### config.mk
export PLATFORM = sky130hd
export DESIGN_NAME = remote_frame_unpack_check_core
export DESIGN_NICKNAME = d
export VERILOG_FILES = /design/src/rfuc_pkg.sv /design/src/rfuc_byte_store.sv /design/src/rfuc_decode.sv /design/src/rfuc_result_stage.sv /design/src/remote_frame_unpack_check_core.sv
export SDC_FILE = /design/constraint.sdc
export NUM_CORES = 1
export LEC_CHECK = 0
export BUFFER_PORTS_ARGS = -buffer_cell sky130_fd_sc_hd__buf_2
export CAP_MARGIN = 20
export CORE_ASPECT_RATIO = 0.7
export CORE_UTILIZATION = 59
export CTS_CLUSTER_SIZE = 14
export DETAILED_ROUTE_END_ITERATION = 6
export HOLD_SLACK_MARGIN = 0.02
export PLACE_DENSITY = 0.8
export SLEW_MARGIN = 0
export SYNTH_ARGS = -nofsm -noshare
export SYNTH_HDL_FRONTEND = slang
export SYNTH_HIERARCHICAL = 1
export SYNTH_SLANG_ARGS = --single-unit
### constraint.sdc
create_clock -name clk_i -period 18.5 [get_ports clk_i]
set_input_delay 3.7 -clock clk_i [delete_from_list [all_inputs] [get_ports clk_i]]
set_output_delay 3.7 -clock clk_i [all_outputs]
set_load 0.005 [all_outputs]
### src/rfuc_pkg.sv
// remote-control frame unpack/check: shared types and constants
// no dependencies; used by every module of the block
`default_nettype none

package rfuc_pkg;

  localparam int unsigned FRAME_LEN = 18;
  localparam int unsigned STORE_LEN = 17;
  localparam int unsigned IDX_W     = 5;
  localparam int unsigned CH_W      = 11;
  localparam int unsigned STICK_W   = 12;
  localparam int unsigned CFG_IDX_W = 2;

  localparam logic [IDX_W-1:0] LAST_POS = IDX_W'(FRAME_LEN - 1);

  // configuration register indexes
  localparam logic [CFG_IDX_W-1:0] CFG_CHANNEL_OFFSET = 2'd0;
  localparam logic [CFG_IDX_W-1:0] CFG_ERROR_LIMIT    = 2'd1;

  localparam logic [CH_W-1:0] OFFSET_RESET = 11'd1024;
  localparam logic [CH_W-1:0] LIMIT_RESET  = 11'd660;

  // switch position forced on a bad frame
  localparam logic [1:0] SW_DOWN = 2'd2;

  // tdata width of the result: 150 payload bits rounded up to whole bytes
  localparam int unsigned RES_BITS = 150;
  localparam int unsigned RES_TDATA_W = 152;

  typedef logic [FRAME_LEN-1:0][7:0] rfuc_frame_t;

  // completed frame handed from the byte store to the result stage
  typedef struct packed {
    logic        done;
    rfuc_frame_t bytes;
  } rfuc_frame_beat_t;

  typedef struct packed {
    logic signed [STICK_W-1:0] stick_0;
    logic signed [STICK_W-1:0] stick_1;
    logic signed [STICK_W-1:0] stick_2;
    logic signed [STICK_W-1:0] stick_3;
    logic signed [15:0]        wheel_channel;
    logic [5:0]                switches_buttons;
    logic signed [15:0]        mouse_x;
    logic signed [15:0]        mouse_y;
    logic signed [15:0]        mouse_z;
    logic [15:0]               key_bits;
    logic [15:0]               key_rising;
    logic                      frame_bad;
  } rfuc_result_t;

endpackage

`default_nettype wire

### src/rfuc_byte_store.sv
// byte counter and frame store: collects bytes 0..16, flags the closing byte
// depends on rfuc_pkg
`default_nettype none

module rfuc_byte_store
  import rfuc_pkg::*;
(
  input  wire logic             clk_i,
  input  wire logic             rst_ni,
  input  wire logic             accept_i,
  input  wire logic [7:0]       byte_i,
  input  wire logic             start_i,
  output logic                  at_last_o,
  output rfuc_frame_beat_t      frame_o
);

  logic [IDX_W-1:0] idx_q, idx_d;
  logic [IDX_W-1:0] pos;
  logic [7:0]       store_q [STORE_LEN];
  logic             is_last;

  always_comb begin
    if (start_i || (idx_q >= IDX_W'(FRAME_LEN))) begin
      pos = '0;
    end else begin
      pos = idx_q;
    end
  end

  assign is_last   = (pos == LAST_POS);
  assign at_last_o = (idx_q == LAST_POS);

  always_comb begin
    idx_d = idx_q;
    if (accept_i) begin
      idx_d = is_last ? '0 : pos + IDX_W'(1);
    end
  end

  always_ff @(posedge clk_i or negedge rst_ni) begin
    if (!rst_ni) begin
      idx_q <= '0;
    end else begin
      idx_q <= idx_d;
    end
  end

  always_ff @(posedge clk_i) begin
    if (accept_i && !is_last) begin
      store_q[pos] <= byte_i;
    end
  end

  always_comb begin
    frame_o.done = accept_i && is_last;
    for (int i = 0; i < STORE_LEN; i++) begin
      frame_o.bytes[i] = store_q[i];
    end
    // closing byte comes straight from the input beat
    frame_o.bytes[FRAME_LEN-1] = byte_i;
  end

endmodule

`default_nettype wire

### src/rfuc_decode.sv
// combinational unpack and range/switch check of one complete frame
// depends on rfuc_pkg
`default_nettype none

module rfuc_decode
  import rfuc_pkg::*;
(
  input  wire rfuc_frame_t      frame_i,
  input  wire logic [CH_W-1:0]  offset_i,
  input  wire logic [CH_W-1:0]  limit_i,
  input  wire logic [15:0]      prev_keys_i,
  output rfuc_result_t          result_o
);

  logic [CH_W-1:0]           raw   [4];
  logic signed [STICK_W-1:0] st    [4];
  logic [CH_W-1:0]           mag   [4];
  logic [3:0]                over;
  logic [1:0]                sw_l, sw_r;
  logic [15:0]               keys;
  logic                      bad;

  assign raw[0] = {frame_i[1][2:0], frame_i[0]};
  assign raw[1] = {frame_i[2][5:0], frame_i[1][7:3]};
  assign raw[2] = {frame_i[4][0], frame_i[3], frame_i[2][7:6]};
  assign raw[3] = {frame_i[5][3:0], frame_i[4][7:1]};

  always_comb begin
    for (int k = 0; k < 4; k++) begin
      st[k]   = $signed({1'b0, raw[k]}) - $signed({1'b0, offset_i});
      // |st| never exceeds 2047, so 11 bits hold it
      mag[k]  = st[k][STICK_W-1] ? CH_W'(-st[k]) : st[k][CH_W-1:0];
      over[k] = (mag[k] > limit_i);
    end
  end

  assign sw_l = frame_i[5][5:4];
  assign sw_r = frame_i[5][7:6];
  assign keys = {frame_i[15], frame_i[14]};
  assign bad  = (|over) || (sw_l == 2'd0) || (sw_r == 2'd0);

  always_comb begin
    if (bad) begin
      result_o                  = '0;
      result_o.switches_buttons = {2'b00, SW_DOWN, SW_DOWN};
      result_o.frame_bad        = 1'b1;
    end else begin
      result_o.stick_0          = st[0];
      result_o.stick_1          = st[1];
      result_o.stick_2          = st[2];
      result_o.stick_3          = st[3];
      result_o.wheel_channel    = {frame_i[17], frame_i[16]} - {5'd0, offset_i};
      result_o.switches_buttons = {(frame_i[13] != 8'd0), (frame_i[12] != 8'd0), sw_r, sw_l};
      result_o.mouse_x          = {frame_i[7], frame_i[6]};
      result_o.mouse_y          = {frame_i[9], frame_i[8]};
      result_o.mouse_z          = {frame_i[11], frame_i[10]};
      result_o.key_bits         = keys;
      result_o.key_rising       = keys & ~prev_keys_i;
      result_o.frame_bad        = 1'b0;
    end
  end

endmodule

`default_nettype wire

### src/rfuc_result_stage.sv
// result register with previous-key history; decodes a closing frame beat
// depends on rfuc_pkg and rfuc_decode
`default_nettype none

module rfuc_result_stage
  import rfuc_pkg::*;
(
  input  wire logic             clk_i,
  input  wire logic             rst_ni,
  input  wire rfuc_frame_beat_t frame_i,
  input  wire logic [CH_W-1:0]  offset_i,
  input  wire logic [CH_W-1:0]  limit_i,
  input  wire logic             out_ready_i,
  output logic                  out_valid_o,
  output rfuc_result_t          out_o,
  output logic                  room_o
);

  logic         valid_q, valid_d;
  rfuc_result_t res_q;
  rfuc_result_t res_d;
  logic [15:0]  prev_keys_q, prev_keys_d;

  rfuc_decode u_decode (
    .frame_i     (frame_i.bytes),
    .offset_i    (offset_i),
    .limit_i     (limit_i),
    .prev_keys_i (prev_keys_q),
    .result_o    (res_d)
  );

  assign room_o = !valid_q || out_ready_i;

  always_comb begin
    valid_d     = valid_q;
    prev_keys_d = prev_keys_q;
    if (frame_i.done) begin
      valid_d     = 1'b1;
      prev_keys_d = res_d.key_bits;
    end else if (out_ready_i) begin
      valid_d = 1'b0;
    end
  end

  always_ff @(posedge clk_i or negedge rst_ni) begin
    if (!rst_ni) begin
      valid_q     <= 1'b0;
      prev_keys_q <= '0;
    end else begin
      valid_q     <= valid_d;
      prev_keys_q <= prev_keys_d;
    end
  end

  always_ff @(posedge clk_i) begin
    if (frame_i.done) begin
      res_q <= res_d;
    end
  end

  assign out_valid_o = valid_q;
  assign out_o       = res_q;

endmodule

`default_nettype wire

### src/remote_frame_unpack_check_core.sv
// remote-control frame unpack/check: top level with config registers
// result valid in the cycle after the closing (18th) byte beat is accepted
// throughput: one byte beat per cycle unless a closing byte waits; one result per 18 bytes
// a byte arriving after 17 stored bytes waits while a previous result is still stalled
// reset: byte count and key history cleared, offset 1024, limit 660, no result
`default_nettype none

module remote_frame_unpack_check_core
  import rfuc_pkg::*;
(
  input  wire logic                   clk_i,
  input  wire logic                   rst_ni,
  input  wire logic                   s_axis_tvalid,
  output logic                        s_axis_tready,
  input  wire logic [7:0]             s_axis_tdata,  // data_byte
  input  wire logic                   s_axis_tuser,  // frame_start
  output logic                        m_axis_tvalid,
  input  wire logic                   m_axis_tready,
  // stick_0, stick_1, stick_2, stick_3, wheel_channel, switches_buttons,
  // mouse_x, mouse_y, mouse_z, key_bits, key_rising, zero pad
  output logic [RES_TDATA_W-1:0]      m_axis_tdata,
  output logic                        m_axis_tuser,  // frame_bad
  input  wire logic                   cfg_valid_i,
  output logic                        cfg_ready_o,
  input  wire logic [CFG_IDX_W-1:0]   cfg_index_i,
  input  wire logic [CH_W-1:0]        cfg_data_i
);

  logic [CH_W-1:0]  offset_q, offset_d;
  logic [CH_W-1:0]  limit_q, limit_d;
  logic             accept;
  logic             at_last;
  logic             room;
  rfuc_frame_beat_t frame_beat;
  rfuc_result_t     res;

  assign cfg_ready_o = 1'b1;

  always_comb begin
    offset_d = offset_q;
    limit_d  = limit_q;
    if (cfg_valid_i) begin
      unique case (cfg_index_i)
        CFG_CHANNEL_OFFSET: offset_d = cfg_data_i;
        CFG_ERROR_LIMIT:    limit_d  = cfg_data_i;
        default: ;
      endcase
    end
  end

  always_ff @(posedge clk_i or negedge rst_ni) begin
    if (!rst_ni) begin
      offset_q <= OFFSET_RESET;
      limit_q  <= LIMIT_RESET;
    end else begin
      offset_q <= offset_d;
      limit_q  <= limit_d;
    end
  end

  // only a byte that may close a frame needs room in the result register
  assign s_axis_tready = !at_last || room;
  assign accept        = s_axis_tvalid && s_axis_tready;

  rfuc_byte_store u_store (
    .clk_i     (clk_i),
    .rst_ni    (rst_ni),
    .accept_i  (accept),
    .byte_i    (s_axis_tdata),
    .start_i   (s_axis_tuser),
    .at_last_o (at_last),
    .frame_o   (frame_beat)
  );

  rfuc_result_stage u_result (
    .clk_i       (clk_i),
    .rst_ni      (rst_ni),
    .frame_i     (frame_beat),
    .offset_i    (offset_q),
    .limit_i     (limit_q),
    .out_ready_i (m_axis_tready),
    .out_valid_o (m_axis_tvalid),
    .out_o       (res),
    .room_o      (room)
  );

  assign m_axis_tdata = {
    (RES_TDATA_W - RES_BITS)'(0),
    res.key_rising,
    res.key_bits,
    res.mouse_z,
    res.mouse_y,
    res.mouse_x,
    res.switches_buttons,
    res.wheel_channel,
    res.stick_3,
    res.stick_2,
    res.stick_1,
    res.stick_0
  };
  assign m_axis_tuser = res.frame_bad;

endmodule

`default_nettype wire

==> results.md, run 1 <==
* Relative slew slack at 0.3373
* # DRC at 0
* FF-to-FF Start: offset_q[1]$_DFFE_PN0P_
* Die X at between 150 and 200 µm
* Clock Latency Late Sink at 580 ps
* Die Span Y at 139.6 µm
* Crit path cell chain: buf_2, nand2b_1, nand2b_1, buf_2
* Post-synth EDFFs at 287
* Int Power at 1.565 mW
* Gr usage total at 0.2690
* I/O Buffers at 179
* Worst R2R Path Depth at 20
* Setup crit end kind: output pin
* Tmin final at 7960 ps
* Post-DP Area at 17140 µm²
* Hold wc startpoint: limit_q[10]$_DFFE_PN0P_
* Worst setup path class: in -> out
* Die area at 27730 µm²
* Root Buffer: clkbuf_16
* Post-cts repair resize count at 0
* PwrDens at 130.8 nW/µm²
* Top layer in use: met4
* WL/cell at about 21 µm
* Met3 wire length at 3068 µm
* Crit-path leading delay family: simple AND/OR/NAND/NOR gates
* Row Count at 49
* Setup slack, reg-to-reg at 12470 ps
* Outcome: completed
* HP Class: reg -> reg
* Top-area cell type share of the netlist area at 0.5398
* Syn Area/Cell at 13.34 µm²
* Count of final setup violators at 0
* P&R area growth vs syn at 13.40%
* Synthesized area at 15970 µm²
* Total power at about 2.4 mW
* Ant diodes at 0
* CTS tree: yes
* Critical path startpoint category: input pin
* Post-Route Skew at 18.76 ps
* CP bufs+invs at 2
* Least-Margin Pin Slew at between 900 and 1000 ps
* Final cell count without fillers at 1761
* Vias in the first global route at 9904
* Clock Sink Count at 331
* DR iter-0 viols at 1161
* Layout Nets at around 1500
* Initial antenna violation count at 1
* Post-layout util at 0.6933
* Detailed Place HPWL at 25040 µm
* Total grt overflow at 0
* Fillcell total at between 1500 and 2000
* First-pass GRT wire length at 56030 µm
* Pin count of the biggest net entering global routing at 77
* Clock power share at 0.257
* Unique cell type count in the Yosys netlist at 83
* Final Cycle Share at 0.4303
* Max VDD drop at 0.08458 mV
* Pre-antenna DRT Iters at 6
* CTS Buffer Depth at 3
* RSZ-0062 raised after global routing: no
* Routability cong. at 0.9065
* Max Clk Rate at 125.6 MHz
* Async S/R FF share, synth at 0.1329
* Area occupied by registers at roughly 10000 µm²
* Antenna viol nets, final at 0
* Logic pwr share at 0.357
* Post-CTS Hold Buffers at 0
* Worst EP arrival at 4260 ps
* Vias at slightly above 10000
* Critical Path Source: m_axis_tready
* Seq/Total Area, Yosys at 0.6091
* Crit Reg-Reg Endpoint: u_result/out_o[90]$_DFFE_PP_
* Critical path required time at 14800 ps
* WL final at 36930 µm
* CTS clk-pin slew, worst paths at 60 ps
* Yosys reg bits at 331
* YS warnings at 6
* Final Hold Fails at 0
* Layout cells sized above 1 at 0.2123
* Leading area contributor after synthesis: edfxtp_1
* Starting Density at 0.6113
* Switching share of power at 0.3392
* Synthesized instance count at approximately 1200
* Static Leakage at 7.056 nW
* Vias per cell at 5.873
* Synth area leaders: edfxtp_1, ha_1, dfrtp_1
* Setup TNS at 0 ps
* Max cap viols at 0
* CP max FO at 2
* I/O pins at around 180
* Net switching power figure at 0.8035 mW
* Placed cell count at 1703
* Main flop type after synthesis: edfxtp_1
* Hold depth at 1
* Flop pwr share at 0.386
* Design area at about 18000 µm²
* Hold Path End: limit_q[10]$_DFFE_PN0P_
* CTS HTree Levels at 1
* Multi-input gate area at 5788 µm²
* Post-CTS setup buffers at 0
* CP max-delay cell: nand2b_1
* Met2 WL post-DR at 16130 µm
* Wl on met1 at 16910 µm
* Core Region at 26120 µm²
* Slew Limit Fails at 0
* Num CTS Buffers at 31
* Critical path's largest stage delay at 170 ps
-- area by class of cell --
cell class	count	area share
inverters	60	0.01244
clock inverters	16	0.007601
multi-input cells	768	0.3197
clock buffers	42	0.04568
repair buffers	187	0.05280
well taps	357	0.02467
flip-flops and latches	331	0.5371
-- per-stage QoR --
stage                     setup slack, ps  hold slack, ps
after global routing                10500           523.4
after detailed placement            10550           493.8
after CTS                           10540           507.6
after global placement              10550           486.3
after floorplan                      2283           479.3
final                               10540           507.1
-- synthesized netlist by cell type, types with 7 or more instances --
cell type / n
a21o_1: 32
a21oi_1: 53
a31oi_1: 13
and2_1: 79
and3_1: 10
buf_2: 12
buf_4: 13
clkbuf_1: 10
dfrtp_1: 39
edfxtp_1: 287
ha_1: 105
inv_1: 59
mux2_2: 31
mux2_4: 9
nand2_1: 21
nand2b_1: 13
nand3_1: 16
nand4_1: 7
nor2_1: 109
nor2b_1: 13
nor3_1: 13
nor3b_1: 16
nor4_1: 7
o21a_1: 8
o21ai_0: 30
o31ai_1: 9
xnor2_1: 58
xor2_1: 17
-- how the worst max path moves through the flow --
stage	endpoint	cells after the start	slack, ps
2_1_floorplan	u_result/prev_keys_q[10]$_DFFE_PN0P_	10	2280
3_3_place_gp	s_axis_tready	4	10550
3_5_place_dp	s_axis_tready	4	10550
4_1_cts	s_axis_tready	4	10540
5_1_grt	s_axis_tready	4	10500
6_report	s_axis_tready	4	10540
-- cell families after synthesis --
kind of cell    Yosys count  share of synthesized area
simple gates            332                     0.1121
flops                   331                     0.6091
compound gates          203                    0.08542
fa+ha+maj               110                    0.08855
buf+inv                  99                    0.02970
xor+xnor                 75                    0.04114
mux                      45                    0.03354
other cells               2                  0.0004704
-- per-layer routing --
layer	track usage	up-vias
li1	-	4764
met1	0.4143	5044
met2	0.3966	461
met3	0.04702	74
met4	0.06802	0
met5	0	-
-- state kept, by name (all words and copies together), names as in the netlist --
signal / cells
u_result/out_o: 151
u_store/store_q: 136
u_result/prev_keys_q: 16
limit_q: 11
offset_q: 11
u_store/idx_q: 5
u_result/out_valid_o: 1
-- placed cells by master (no fill, tap or decap), types with 16 or more instances in the layout --
master and n:
edfxtp_1 287, buf_2 179, nor2_1 109, ha_1 105
and2_1 79, inv_1 59, xnor2_1 58, a21oi_1 53
dfrtp_1 39, a21o_1 32, mux2_2 31, clkbuf_16 31
o21ai_0 30, nand2_1 21, xor2_1 17, nand3_1 16
nor3b_1 16
-- power groups by stage --
stage          sequential [mW]  clock [mW]  combinational (mW)
2_1_floorplan            0.926           0               0.616
3_3_place_gp             0.928           0               0.793
3_5_place_dp             0.929           0               0.830
4_1_cts                  0.914       0.620               0.833
5_1_grt                  0.918       0.645               0.935
6_report                 0.915       0.609               0.845
-- worst reg2reg max path: cells and delay by family (launching register included) --
kind,cells,cell delay (ps)
adders and majority gates,2,680
DFF,1,380
AOI/OAI and AO/OA,9,2080
buffers and inverters,4,1450
xor gates and xnor gates,1,180
and+or+nand+nor,4,1040
(Power assumes the default switching activity.)
==> inputs of run 2 (changes only) <==
Clock period 18.5 ns to 7.6 ns, I/O delays scaled along.
==> run 2 against run 1 <==
The run now ends with design-rule violations left. Core utilization about the same. Critical path depth rose by 15. Clock power up 140%. Critical endpoint is now u_result/prev_keys_q[15]$_DFFE_PN0P_. Combinational power up 150%.
==> results.md, run 2 (synthesized netlist as in run 1, its figures left out) <==
* Post-DP Area at 17130 µm² (was 17140 µm²)
* Slew Limit Fails at 0 (unchanged)
* CP max FO at 76 (was 2)
* Worst EP arrival at 6200 ps (was 4260 ps)
* Hold depth at 1 (unchanged)
* Setup slack, reg-to-reg at 1910 ps (was 12470 ps)
* Post-CTS setup buffers at 0 (unchanged)
* Relative slew slack at 0.3841 (was 0.3373)
* DR iter-0 viols at 958 (was 1161)
* CTS tree: yes (unchanged)
* Worst setup path endpoint: u_result/prev_keys_q[15]$_DFFE_PN0P_ (was s_axis_tready)
* CP max-delay cell: buf_4 (was nand2b_1)
* Failing checks: design-rule violations
* Final Hold Fails at 0 (unchanged)
* Fillcell total at 1879 (was 1888)
* Vias at 10332 (was 10343)
* Setup crit end kind: register (was output pin)
* Critical path required time at 8110 ps (was 14800 ps)
* Logic pwr share at 0.360 (was 0.357)
* CTS clk-pin slew, worst paths at 60 ps (about the same)
* Die X at 198.6 µm (unchanged)
* Die Span Y at 139.6 µm (unchanged)
* Clock Sink Count at 331 (unchanged)
* Int Power at 3.802 mW (was 1.565 mW)
* Crit path cell chain: inv_1, ha_1, nand2b_1, a211oi_1, a211oi_1, o21ai_0, nor4b_1, nor2_1, xnor2_1, ha_1, a21o_1, a21o_1, a21o_1, a2111oi_0, o22ai_1, a2111oi_4, buf_4, and2_1, mux2_2 (was buf_2, nand2b_1, nand2b_1, buf_2)
* Net switching power figure at 1.971 mW (was 0.8035 mW)
* Total grt overflow at 0 (unchanged)
* Hold wc startpoint: offset_q[9]$_DFFE_PN0P_ (was limit_q[10]$_DFFE_PN0P_)
* Crit path top cell by count: a21o_1
* Critical path startpoint category: register (was input pin)
* Row Count at 49 (unchanged)
* Max VDD drop at 0.1803 mV (was 0.08458 mV)
* Post-layout util at 0.6928 (was 0.6933)
* First-pass GRT wire length at 56560 µm (was 56030 µm)
* Gr usage total at 0.2725 (was 0.2690)
* I/O pins at 183 (unchanged)
* Tmin final at 5692 ps
* Static Leakage at 7.037 nW (was 7.056 nW)
* # DRC at 3 (was 0)
* Vias per cell at 5.884 (was 5.873)
* HP Class: reg -> reg (unchanged)
* WL/cell at 21.20 µm (was 20.97 µm)
* Layout cells sized above 1 at 0.2094 (was 0.2123)
* Worst R2R Path Depth at 19 (was 20)
* Count of final setup violators at 0 (unchanged)
* Routability cong. at 0.9357 (was 0.9065)
* Outcome: finished, violations left (was completed)
* Largest register FFs at 151 (unchanged)
* Setup TNS at 0 ps (unchanged)
* Flop pwr share at 0.385 (was 0.386)
* Critical Path Source: offset_q[1]$_DFFE_PN0P_ (was m_axis_tready)
* Post-Route Skew at 22.04 ps (was 18.76 ps)
* WP depth at 19 (was 4)
* Vias in the first global route at 9987 (was 9904)
* Switching share of power at 0.3414 (was 0.3392)
* Final Cycle Share at 0.7489
* I/O Buffers at 179 (unchanged)
* CTS HTree Levels at 1 (unchanged)
* Root Buffer: clkbuf_16 (unchanged)
* Max Clk Rate at 175.7 MHz
* Die area at 27730 µm² (unchanged)
* Detailed Place HPWL at 25950 µm (was 25040 µm)
* CTS Buffer Depth at 3 (unchanged)
* Initial antenna violation count at 1 (unchanged)
* Pin count of the biggest net entering global routing at 77 (unchanged)
* Least-Margin Pin Slew at 920.4 ps (was 994.0 ps)
* Post-cts repair resize count at 0 (unchanged)
* Total power at 5.773 mW (was 2.369 mW)
* Crit Reg-Reg Endpoint: u_result/prev_keys_q[15]$_DFFE_PN0P_ (was u_result/out_o[90]$_DFFE_PP_)
* Critical path's largest stage delay at 570 ps (was 170 ps)
* Max cap viols at 0 (unchanged)
* Layout Nets at 1515 (was 1516)
* RSZ-0062 raised after global routing: no (unchanged)
* WHS at 505.4 ps (was 507.1 ps)
* Pre-antenna DRT Iters at 7 (was 6)
* Most frequent cells in the layout: edfxtp_1, buf_2, nor2_1 (unchanged)
* P&R area growth vs syn at 13.33% (was 13.40%)
* Clock power share at 0.255 (was 0.257)
* Num CTS Buffers at 31 (unchanged)
* Starting Density at 0.6113 (unchanged)
* WL final at 37230 µm (was 36930 µm)
* Worst setup path class: reg -> reg (was in -> out)
* Ant diodes at 0 (unchanged)
* Post-CTS Hold Buffers at 0 (unchanged)
* Antenna viol nets, final at 0 (unchanged)
* FF-to-FF Start: offset_q[1]$_DFFE_PN0P_ (unchanged)
* Crit-path leading delay family: compound AO/OA/AOI/OAI gates (was simple AND/OR/NAND/NOR gates)
* Commonest non-fill, non-tap cell in the layout: edfxtp_1 (unchanged)
* Design area at 18090 µm² (was 18110 µm²)
* CP bufs+invs at 2 (unchanged)
* Core Region at 26120 µm² (unchanged)
* Clock Latency Late Sink at 570 ps (was 580 ps)
* PwrDens at 319.1 nW/µm² (was 130.8 nW/µm²)
## run 2: layout make-up
type,count,area [µm²],area share
inverters,60,225.2,0.01245
well taps,357,446.7,0.02469
repair buffers,186,948.4,0.05241
clock inverters,16,132.6,0.007330
multi-input cells,768,5794,0.3202
flip-flops and latches,331,9726,0.5375
clock buffers,38,822.0,0.04543
## run 2: worst min-delay path by stage
| stage | end |
|---|---|
| detailed placement | limit_q[10]$_DFFE_PN0P_ |
| global route | offset_q[9]$_DFFE_PN0P_ |
| CTS | limit_q[10]$_DFFE_PN0P_ |
| floorplan | limit_q[10]$_DFFE_PN0P_ |
| finish | offset_q[9]$_DFFE_PN0P_ |
| global placement | limit_q[5]$_DFFE_PN0P_ |
## run 2: metal layers
layer,GRT usage,vias up,routed length (µm)
met3,0.06277,65,3210
met1,0.4134,5089,17010
met5,0,-,10
met2,0.4003,422,16200
li1,-,4754,-
met4,0.06235,2,801
## run 2: power groups by stage
stage | Combinational (mW) | Clock, mW | Sequential (mW)
2_1_floorplan | 1.50 | 0 | 2.25
6_report | 2.08 | 1.47 | 2.22
4_1_cts | 2.05 | 1.50 | 2.22
3_5_place_dp | 2.04 | 0 | 2.26
3_3_place_gp | 1.95 | 0 | 2.26
5_1_grt | 2.28 | 1.57 | 2.23
## run 2: per-stage QoR
step                instances  setup slack (ps)
floorplan                1198             636.5
global placement         1701              2092
detailed placement       1701              1934
CTS                      1755              1932
global route             1756              1547
finish                   1756              1908
